===== config.mk =====
export PLATFORM = sky130hd
export DESIGN_NAME = huffman_code_builder_unit
export DESIGN_NICKNAME = d
export VERILOG_FILES = /design/src/hdl/hcb_pkg.sv /design/src/hdl/hcb_node_ram.sv /design/src/hdl/hcb_min_scan.sv /design/src/hdl/huffman_code_builder_unit.sv
export SDC_FILE = /design/constraint.sdc
export NUM_CORES = 2
export LEC_CHECK = 0
export BUFFER_PORTS_ARGS = -buffer_cell sky130_fd_sc_hd__buf_2
export CORE_ASPECT_RATIO = 1.75
export CORE_MARGIN = 10
export CORE_UTILIZATION = 47
export DETAILED_ROUTE_END_ITERATION = 10
export PLACE_DENSITY = 0.7
export SKIP_LAST_GASP = 1
export SYNTH_ARGS = -nofsm -noshare
export SYNTH_HDL_FRONTEND = slang
export SYNTH_HIERARCHICAL = 1
export SYNTH_SLANG_ARGS = --single-unit

===== constraint.sdc =====
create_clock -name clk -period 5.52 [get_ports clk]
set_input_delay 0.828 -clock clk [delete_from_list [all_inputs] [get_ports clk]]
set_output_delay 0.828 -clock clk [all_outputs]
set_load 0.02 [all_outputs]

===== src/hdl/hcb_pkg.sv =====
// Shared types and constants for the Huffman code builder.
// No dependencies; every other file imports this package.
package hcb_pkg;

  localparam int MAX_LEAVES = 32;
  localparam int NODE_SLOTS = 64;
  localparam int NODE_W     = 6;
  localparam int WEIGHT_W   = 16;
  localparam int SUM_W      = 21;
  localparam int CODE_W     = 31;
  localparam int LEN_W      = 5;

  // Input beat: one leaf weight
  typedef struct packed {
    logic [WEIGHT_W-1:0] weight;
    logic                last_leaf;
  } leaf_beat_t;

  // Output beat: one code per leaf
  typedef struct packed {
    logic [4:0]        leaf_index;
    logic [CODE_W-1:0] code_bits;
    logic [LEN_W-1:0]  code_length;
    logic              last_code;
    logic              overflowed;
  } code_beat_t;

  // One node record in the tree store; parent 0 means none
  typedef struct packed {
    logic              right;
    logic [NODE_W-1:0] parent;
    logic [SUM_W-1:0]  weight;
  } node_word_t;

  // Stream of node records into the minimum scan unit
  typedef struct packed {
    logic              clear;
    logic              valid;
    logic [NODE_W-1:0] idx;
    logic [SUM_W-1:0]  weight;
    logic              orphan;
  } scan_beat_t;

  // Two lightest parentless nodes found so far
  typedef struct packed {
    logic [NODE_W-1:0] a_idx;
    logic [SUM_W-1:0]  a_weight;
    logic [NODE_W-1:0] b_idx;
    logic [SUM_W-1:0]  b_weight;
  } scan_pick_t;

  typedef enum logic [3:0] {
    S_IDLE,
    S_SCAN,
    S_DRAIN,
    S_WR_NEW,
    S_WR_LO,
    S_WR_HI,
    S_WALK_START,
    S_WALK,
    S_OUT
  } hcb_state_t;

endpackage


===== src/hdl/hcb_node_ram.sv =====
// Node store: one write port, one read port with registered read data.
// Depends on hcb_pkg.
module hcb_node_ram
  import hcb_pkg::*;
(
  input  logic              clk,
  input  logic              we,
  input  logic [NODE_W-1:0] waddr,
  input  node_word_t        wdata,
  input  logic [NODE_W-1:0] raddr,
  output node_word_t        rdata
);

  node_word_t mem [NODE_SLOTS];

  // Write, then register the read word
  always_ff @(posedge clk) begin
    if (we) begin
      mem[waddr] <= wdata;
    end
    rdata <= mem[raddr];
  end

endmodule


===== src/hdl/hcb_min_scan.sv =====
// Shared compare unit: keeps the two lightest parentless nodes of a scan.
// Ties keep the earlier (lower) index. Depends on hcb_pkg.
module hcb_min_scan
  import hcb_pkg::*;
(
  input  logic       clk,
  input  logic       rst,
  input  scan_beat_t beat,
  output scan_pick_t pick
);

  logic a_ok, b_ok;

  // Update the pair on each streamed node without a parent
  always_ff @(posedge clk) begin
    if (rst || beat.clear) begin
      a_ok <= 1'b0;
      b_ok <= 1'b0;
    end else if (beat.valid && beat.orphan) begin
      if (!a_ok || beat.weight < pick.a_weight) begin
        pick.b_idx    <= pick.a_idx;
        pick.b_weight <= pick.a_weight;
        b_ok          <= a_ok;
        pick.a_idx    <= beat.idx;
        pick.a_weight <= beat.weight;
        a_ok          <= 1'b1;
      end else if (!b_ok || beat.weight < pick.b_weight) begin
        pick.b_idx    <= beat.idx;
        pick.b_weight <= beat.weight;
        b_ok          <= 1'b1;
      end
    end
  end

endmodule


===== src/hdl/huffman_code_builder_unit.sv =====
// Top level of the Huffman code builder: sequencer, node store, scan unit.
// Depends on hcb_pkg, hcb_node_ram and hcb_min_scan.
//
//  channel | signals                      | dir | payload
//  leaf    | leaf_valid, leaf_ready, leaf | in  | leaf_beat_t (weight, last_leaf)
//  code    | code_valid, code_ready, code | out | code_beat_t (one per leaf)
//
// A non-final leaf is only stored. The final leaf starts the build: each of
// the n-1 merges scans all live nodes through the single read port of the node
// store, then each leaf walks to the root at one level a cycle and ends in one
// output beat. No clearing pass after reset. leaf_ready is high only while
// collecting leaves; a stalled code beat holds.
module huffman_code_builder_unit
  import hcb_pkg::*;
(
  input  logic       clk,
  input  logic       rst,
  input  logic       leaf_valid,
  output logic       leaf_ready,
  input  leaf_beat_t leaf,
  output logic       code_valid,
  input  logic       code_ready,
  output code_beat_t code
);

  hcb_state_t state, state_next;

  logic [NODE_W-1:0] leaf_count, leaf_count_next;
  logic              ovf, ovf_next;
  logic [NODE_W-1:0] top_node, top_node_next;
  logic [NODE_W-1:0] scan_addr, scan_addr_next;
  logic [NODE_W-1:0] leaf_sel, leaf_sel_next;
  logic [LEN_W-1:0]  depth, depth_next;
  logic [CODE_W-1:0] code_acc, code_acc_next;
  code_beat_t        code_next;
  logic              rd_pending;
  logic [NODE_W-1:0] rd_idx;

  logic              we;
  logic [NODE_W-1:0] waddr, raddr;
  node_word_t        wdata, rdata;
  scan_beat_t        scan_beat;
  scan_pick_t        pick;
  logic [NODE_W-1:0] n_new;

  hcb_node_ram u_ram (
    .clk   (clk),
    .we    (we),
    .waddr (waddr),
    .wdata (wdata),
    .raddr (raddr),
    .rdata (rdata)
  );

  // Feed read data into the compare unit in the cycle after each scan read
  always_comb begin
    scan_beat.clear  = (state == S_SCAN) && (scan_addr == NODE_W'(1));
    scan_beat.valid  = rd_pending;
    scan_beat.idx    = rd_idx;
    scan_beat.weight = rdata.weight;
    scan_beat.orphan = (rdata.parent == '0);
  end

  hcb_min_scan u_scan (
    .clk  (clk),
    .rst  (rst),
    .beat (scan_beat),
    .pick (pick)
  );

  // State register and control counters
  always_ff @(posedge clk) begin
    if (rst) begin
      state      <= S_IDLE;
      leaf_count <= '0;
      ovf        <= 1'b0;
      rd_pending <= 1'b0;
    end else begin
      state      <= state_next;
      leaf_count <= leaf_count_next;
      ovf        <= ovf_next;
      rd_pending <= (state == S_SCAN);
    end
  end

  // Datapath registers
  always_ff @(posedge clk) begin
    top_node  <= top_node_next;
    scan_addr <= scan_addr_next;
    leaf_sel  <= leaf_sel_next;
    depth     <= depth_next;
    code_acc  <= code_acc_next;
    code      <= code_next;
    rd_idx    <= scan_addr;
  end

  assign leaf_ready = (state == S_IDLE);
  assign code_valid = (state == S_OUT);

  // Next state, store accesses and register updates
  always_comb begin
    state_next      = state;
    leaf_count_next = leaf_count;
    ovf_next        = ovf;
    top_node_next   = top_node;
    scan_addr_next  = scan_addr;
    leaf_sel_next   = leaf_sel;
    depth_next      = depth;
    code_acc_next   = code_acc;
    code_next       = code;
    we              = 1'b0;
    waddr           = '0;
    wdata           = '0;
    raddr           = scan_addr;
    n_new           = leaf_count;

    unique case (state)
      S_IDLE: begin
        if (leaf_valid) begin
          if (leaf_count < NODE_W'(MAX_LEAVES)) begin
            we              = 1'b1;
            waddr           = leaf_count + NODE_W'(1);
            wdata.weight    = SUM_W'(leaf.weight);
            n_new           = leaf_count + NODE_W'(1);
            leaf_count_next = n_new;
          end else begin
            ovf_next = 1'b1;
          end
          if (leaf.last_leaf) begin
            if (n_new == NODE_W'(1)) begin
              leaf_sel_next = NODE_W'(1);
              state_next    = S_WALK_START;
            end else begin
              top_node_next  = n_new;
              scan_addr_next = NODE_W'(1);
              state_next     = S_SCAN;
            end
          end
        end
      end
      S_SCAN: begin
        if (scan_addr == top_node) begin
          state_next = S_DRAIN;
        end else begin
          scan_addr_next = scan_addr + NODE_W'(1);
        end
      end
      S_DRAIN: begin
        state_next = S_WR_NEW;
      end
      // Create the merged node, then link both children to it
      S_WR_NEW: begin
        we           = 1'b1;
        waddr        = top_node + NODE_W'(1);
        wdata.weight = pick.a_weight + pick.b_weight;
        state_next   = S_WR_LO;
      end
      S_WR_LO: begin
        we           = 1'b1;
        waddr        = pick.a_idx;
        wdata.parent = top_node + NODE_W'(1);
        wdata.weight = pick.a_weight;
        state_next   = S_WR_HI;
      end
      S_WR_HI: begin
        we            = 1'b1;
        waddr         = pick.b_idx;
        wdata.right   = 1'b1;
        wdata.parent  = top_node + NODE_W'(1);
        wdata.weight  = pick.b_weight;
        top_node_next = top_node + NODE_W'(1);
        if (({1'b0, top_node} + 7'd2) == {leaf_count, 1'b0}) begin
          leaf_sel_next = NODE_W'(1);
          state_next    = S_WALK_START;
        end else begin
          scan_addr_next = NODE_W'(1);
          state_next     = S_SCAN;
        end
      end
      S_WALK_START: begin
        raddr         = leaf_sel;
        depth_next    = '0;
        code_acc_next = '0;
        state_next    = S_WALK;
      end
      // Climb one level per cycle; the read of the parent is issued at once
      S_WALK: begin
        if (rdata.parent != '0 && depth != LEN_W'(CODE_W)) begin
          code_acc_next = code_acc | (CODE_W'(rdata.right) << depth);
          depth_next    = depth + LEN_W'(1);
          raddr         = rdata.parent;
        end else begin
          code_next.leaf_index  = 5'(leaf_sel - NODE_W'(1));
          code_next.code_bits   = code_acc;
          code_next.code_length = depth;
          code_next.last_code   = (leaf_sel == leaf_count);
          code_next.overflowed  = ovf;
          state_next            = S_OUT;
        end
      end
      S_OUT: begin
        if (code_ready) begin
          if (leaf_sel == leaf_count) begin
            leaf_count_next = '0;
            ovf_next        = 1'b0;
            state_next      = S_IDLE;
          end else begin
            leaf_sel_next = leaf_sel + NODE_W'(1);
            state_next    = S_WALK_START;
          end
        end
      end
      default: begin
        state_next = S_IDLE;
      end
    endcase
  end

endmodule


After elaboration in Yosys (flattened, before gate mapping). Memory sizes are Yosys's and may differ from the RTL's. A register that Yosys moved wholly into a read port is not among the register bits. Index checks and enable logic that the tools add are counted.

Memory bits (read-only): 0. Output and inout bits: 45. Memories kept: 1. Bits in latches: 0. Register bits after elaboration: 171. Bits in writable memories: 1792. Input port bits: 21.

Memory list: u_ram.mem (words 64, bits a word 28, read ports 1, clocked after memory_dff 1, wr ports 1, line hcb_node_ram.sv:14) `node_word_t mem [NODE_SLOTS];`.

Shift operators: 1. Muxes and demuxes: 60. Equal/unequal tests: 28. Magnitude comparators: 3. Add/sub/neg operators: 8. Multipliers: 0. Div/mod/pow operators: 0. Bitwise gates (word level): 3. Reduce and logical (&&, ||, !) cells: 31.

Operators by type and width (count): two-way mux 6 bit (23); case mux 21 bit (4 select lines) (1); case mux 31 bit (2 select lines) (1); two-way mux 27 bit (2); less-than comparator 21 bit (2); case mux 4 bit (9 select lines) (1); case mux 6 bit (2 select lines) (3); case mux 6 bit (3 select lines) (2); two-way mux 16 bit (2); two-way mux 31 bit (1); bitwise OR 31 bit (1); << shifter 1 x 5 -> 31 bit (1); adder 6 x 1 -> 6 bit (second input constant) (4); case mux 6 bit (4 select lines) (1); adder 21 bit (1); two-way mux 4 bit (5); != test 2 bit (second input constant) (9); equality test 4 x 3 -> 1 bit (second input constant) (4); equality test 6 x 1 -> 1 bit (second input constant) (2); equality test 6 bit (2); two-way mux 1 bit (11); != test 2 x 1 -> 1 bit (second input constant) (5); case mux 5 bit (2 select lines) (1); AND reduction 5 bit (2); 28 further kinds (47).

Longest topological paths before layout.
Depth after elaboration: 9. Mapped depth: 16. Gate-level depth less buffers: 12.

Modules after synthesis. Netlist, hierarchy kept.

Modules (own cells, without submodules): hcb_node_ram (area each 69193.9 um2, times used 1, seq. area each 54372.1 um2, cells each 3105); huffman_code_builder_unit (area each 6954.2 um2, times used 1, seq. area each 3273.1 um2, cells each 688); hcb_min_scan (area each 3069.2 um2, times used 1, seq. area each 1661.6 um2, cells each 239).

Least setup slack after synthesis. No wires, ideal clock.

Kind: reg2reg. Start: register, netlist name u_scan/pick[0]. End: memory u_ram/mem[0][8] (netlist bit), data pin. Data arrival time: 4.427 ns. Cell stages (with the launch flop): 10. Setup time: 0.701 ns. Setup slack: 0.392 ns. Required time: 4.819 ns. Clock period less this slack: 5.128 ns. Buffers on the path: 0. Cells stage by stage: edfxtp_1 ha_1 fa_1 a211oi_1 o21bai_1 a21oi_1 o21bai_1 a21oi_1 xor2_1 o21ai_0.

RTL lines (line): to (decl) (hcb_node_ram.sv:14).

Worst setup path in the final report.
Start: register depth[1]. End: register, netlist name u_ram/rdata[14].

Longest elaborated chain between the ends: 4.

Ends and longest elaborated chain: from (decl) (line huffman_code_builder_unit.sv:33) `logic [LEN_W-1:0] depth, depth_next;`; from (signal assigned) (line huffman_code_builder_unit.sv:91) `depth <= depth_next;`; != test 5 bit (line huffman_code_builder_unit.sv:188) `if (rdata.parent != '0 && depth != LEN_W'(CODE_W)) begin`; logical AND 1 bit (line huffman_code_builder_unit.sv:188); two-way mux 6 bit (line huffman_code_builder_unit.sv:188); case mux 6 bit (2 select lines) (line huffman_code_builder_unit.sv:117) `unique case (state)`; net raddr[2] (line huffman_code_builder_unit.sv:40) `logic [NODE_W-1:0] waddr, raddr;`.

The timed path passes the listed nets, and every way through them passes these cells. A chain may end at the register's enable or synchronous reset.

==> run summary <==
The internal cell power is 0.0291 W, and the via density per instance is 6.19. The share of the synthesized area in the top cell type is 0.737, and the area of all placed cells without fillers is 88800 µm². The critical path is of the flop to flop type. For this run, the post-layout net count is 4345. The cell accounting for the most synthesized area was edfxtp_1. On the final layout, the worst clock skew is 0.0457 ns.

The longest clock path from root to sink contains 4 buffers. edfxtp_1 is the most common cell in the netlist. Setup repair after global routing left no endpoint under its margin.

The run gives 0.133 as the worst max-slew margin expressed relative to the limit. The logs give 0 for the final count of pins violating max slew and 6 for the number of detailed-routing iterations run before antenna repair. The critical path goes through ha_1, and3_1, ha_1, a211oi_2, a22oi_1, nand2_4, buf_4, mux4_2, mux2i_1, nor2_1, o311ai_1, buf_4, a21oi_1. The logs give 0 for the final antenna-violating net count and 0 for the post-cts gate resize count. Data arrives at the worst endpoint at 5.95 ns. The tool flagged a number of max-cap violations equal to 0. The cell area that synthesis handed to floorplanning was 79200 µm². The Yosys step of the flow raised 6 warnings.

Number of H-tree branching levels: 4. For this block, the via count after detailed routing is 40800. Summed over all layers, the global routing overflow is 0. Counting the fill cells in the layout gives 12900. Counting every instance in the synthesized netlist gives 4032.

The run gives 168000 µm² as the area inside the core boundary. The portion of total power attributed to sequential cells came out at 0.442. After detailed routing, the total wire length is 201 mm.

The net switching share of the total power works out to 0.320. The ratio of cells with drive above 1 in the final layout is 0.262. The first global-routing pass estimated 292 mm of wire.

The min-delay analysis places its worst path in the category primary input to flop. The worst setup path is launched from a flop. The part of the power in combinational logic came out at 0.288.

Entering global routing, the biggest net connects 85 pins. Once detailed placement completed, the half-perimeter wirelength came to 125 mm. The first routing iteration left 4330 violations. The logs give 3 for the initial antenna violation count and 87 for the number of distinct library cells after synthesis.

The peak fanout along the critical path was 28. The number of flops mapped to enable cells by yosys is 1943. The floorplan step defined a die boundary enclosing 186000 µm². Sequential cell area fraction in the yosys report: 0.749. Post-cts hold buffer count: 0. The portion of the clock cycle consumed by the worst path in the final layout is 0.958. The number of setup buffers added after CTS is 0. Port buffering added 65 buffers. The tools report the required time at the endpoint of the critical path as 6.18 ns.

The logs give 1991 for the number of clock sinks seen by CTS and 0.374 ns for the final-layout worst hold slack. For the final hold violation count, the log shows 0. The count of placed standard cells in the final layout, fillers left out was 6588; the clock transition time at the flip-flop clock pins of the worst setup and hold paths was 0.07 ns.

For the standby leakage power, the log shows 28.8 nW. The run gives 0.215 as the overall routing resource usage. The nature of the critical path endpoint was a flop. Floorplan die width: 330 µm. The tools report the flip-flop and latch area as 59300 µm².

The tools report the cell at the root of the clock tree as clkbuf_16. Setup violations remaining at the end of the flow were counted as 0. Pin placement for this block handled 66 I/O pins. For the clock power share, the log shows 0.270. Worst-path cell with the longest stage delay: o311ai_1. The initial standard-cell utilization of the core was 0.472.

The tools report the number of core rows as 199. The congestion estimate from routability-driven global placement came to 0.878. The flip-flop cell with the highest count after synthesis is edfxtp_1. For this run, the top clock speed supported by timing is 0.189 GHz.

The delay of the slowest cell on the worst path is 0.87 ns, and the aggregate negative setup slack is 0 ns. The run gives 41600 as the number of global-route vias before repair. TritonCTS built the clock tree. The run gives 6294 as the number of cells after detailed placement. The multi-input logic area was 19200 µm².

From synthesis to final layout, the design area changed by 12.1%. By count the netlist is led by edfxtp_1 (1943), mux4_2 (368), nor2_1 (196). Counting I/O delays and the setup requirement, the final critical path takes 5.29 ns.

The run gives 0.529 as the utilization after layout. The maximum vdd drop is 0.000325 V, and the clock latency reported for the late side of the worst-skew pair is 0.81 ns. The die boundary height was 563 µm.

The run finished with clean final reports. The remaining design rule violation count is 0, and the per-instance average area after synthesis is 19.6 µm². The areal power density over the cells came out at 482 nW/µm². Clock tree synthesis inserted a total of 168 buffers.

The number of register bits inferred by synthesis was 1991; the post-synthesis net count was 4124. The fraction of registers with async set or reset after synthesis is 0. After detailed routing, the average wire length per cell comes to 30.6 µm. By area the synthesized netlist is led by edfxtp_1 (74%), mux4_2 (10%), mux2_2 (1.9%). At the pin with the least slew margin, the transition time is 1.30 ns. Once placement finished, the instance area stood at 83600 µm². The analysis attributes to net switching a power of 0.0137 W.
==> state kept, by name (all words and copies together), names as in the netlist, 28 cells and up <==
| signal | cells |
|---|---|
| u_scan/pick | 54 |
| u_ram/mem | 1792 |
| code | 43 |
| u_ram/rdata | 28 |
| code_acc | 31 |
==> layer usage <==
metal,vias to the layer above,wire [µm],track usage
met1,21500,69800,0.254
met5,-,0,0
met2,1867,104000,0.373
met3,467,14400,0.0302
li1,17000,-,-
met4,0,13000,0.124
==> cells by family (layout without fill, tap and decap cells) <==
logic type      Yosys count  after routing  synth area share
flops                  1991           1991             0.749
compound gates          512            512            0.0441
fa+ha+maj                71             71            0.0113
other cells               0              1                 0
buf+inv                 278            622            0.0174
simple gates            467            467            0.0285
mux                     656            656             0.144
xor+xnor                 57             57           0.00640
==> final cells by class <==
type	instances	share of cell area
Sequential cell	1991	0.668
Multi-Input combinational cell	1763	0.216
Clock buffer	200	0.0500
Tap cell	2211	0.0312
Timing Repair Buffer	269	0.0234
Clock inverter	93	0.00855
Inverter	60	0.00254
Antenna cell	1	0.0000282
==> power groups by stage <==
stage	logic (W)	clock network (W)	registers (W)
finish	0.0123	0.0116	0.0189
global route	0.0128	0.0122	0.0190
CTS	0.0123	0.0117	0.0189
detailed placement	0.0123	0	0.0193
global placement	0.0121	0	0.0192
floorplan	0.00729	0	0.0191
==> per-stage QoR <==
step	power (W)	setup WS, ns
CTS	0.0430	0.359
global placement	0.0314	0.490
global route	0.0441	0.143
detailed placement	0.0315	0.405
floorplan	0.0264	0.392
finish	0.0428	0.233
==> worst paths after layout <==
| check | start | slack [ns] | end | cells past startpoint |
|---|---|---|---|---|
| worst min-delay path | code_ready | 0.37 | state[3]$_SDFFE_PP0P_ | 4 |
| worst max register to register | depth[1]$_SDFFCE_PN0P_ | 0.23 | u_ram/rdata[14]$_DFF_P_ | 13 |
| worst max-delay path | depth[1]$_SDFFCE_PN0P_ | 0.23 | u_ram/rdata[14]$_DFF_P_ | 13 |
| worst min register to register | rd_idx[5]$_DFF_P_ | 0.43 | u_scan/pick[53]$_DFFE_PP_ | 0 |
==> cell usage in the layout (no fill, tap or decap), types with 11 or more instances in the layout <==
cell type	synthesis	final
a22o_1	17	17
o22a_1	22	22
inv_1	57	57
a22oi_1	40	40
nand2b_1	11	11
dfxtp_1	48	47
clkbuf_16	0	173
o21ai_0	59	57
clkbuf_1	96	26
clkinv_2	0	24
mux2i_1	148	148
xor2_1	28	28
nand3_1	23	23
buf_2	48	65
nor2_2	2	33
buf_4	54	186
edfxtp_1	1943	1943
nor2_1	196	129
clkinv_1	1	42
mux2_2	132	132
ha_1	70	70
a21oi_1	91	90
nor4_1	16	13
xnor2_1	28	28
a21o_1	28	28
a31o_2	11	11
nor3_1	48	46
mux4_2	368	368
a211oi_1	23	23
nand2_1	69	64
o211ai_1	19	19
buf_12	0	18
o22ai_1	108	106
o221ai_1	24	15
nor2b_1	30	30
o311ai_1	16	15
bufinv_16	0	12
nand4_1	11	11
nor2_4	1	37
==> worst max-delay path: cells and delay by family, from the launching register on <==
family / cells / cell delay (ns)
AO/OA/AOI/OAI: 4 / 1.72
adder cells (fa/ha/maj): 2 / 0.46
buffers and inverters: 2 / 0.80
flip-flops: 1 / 0.50
multiplexers: 2 / 0.83
AND/OR/NAND/NOR: 3 / 0.78
Note: power is estimated with default switching activity, not from simulation.
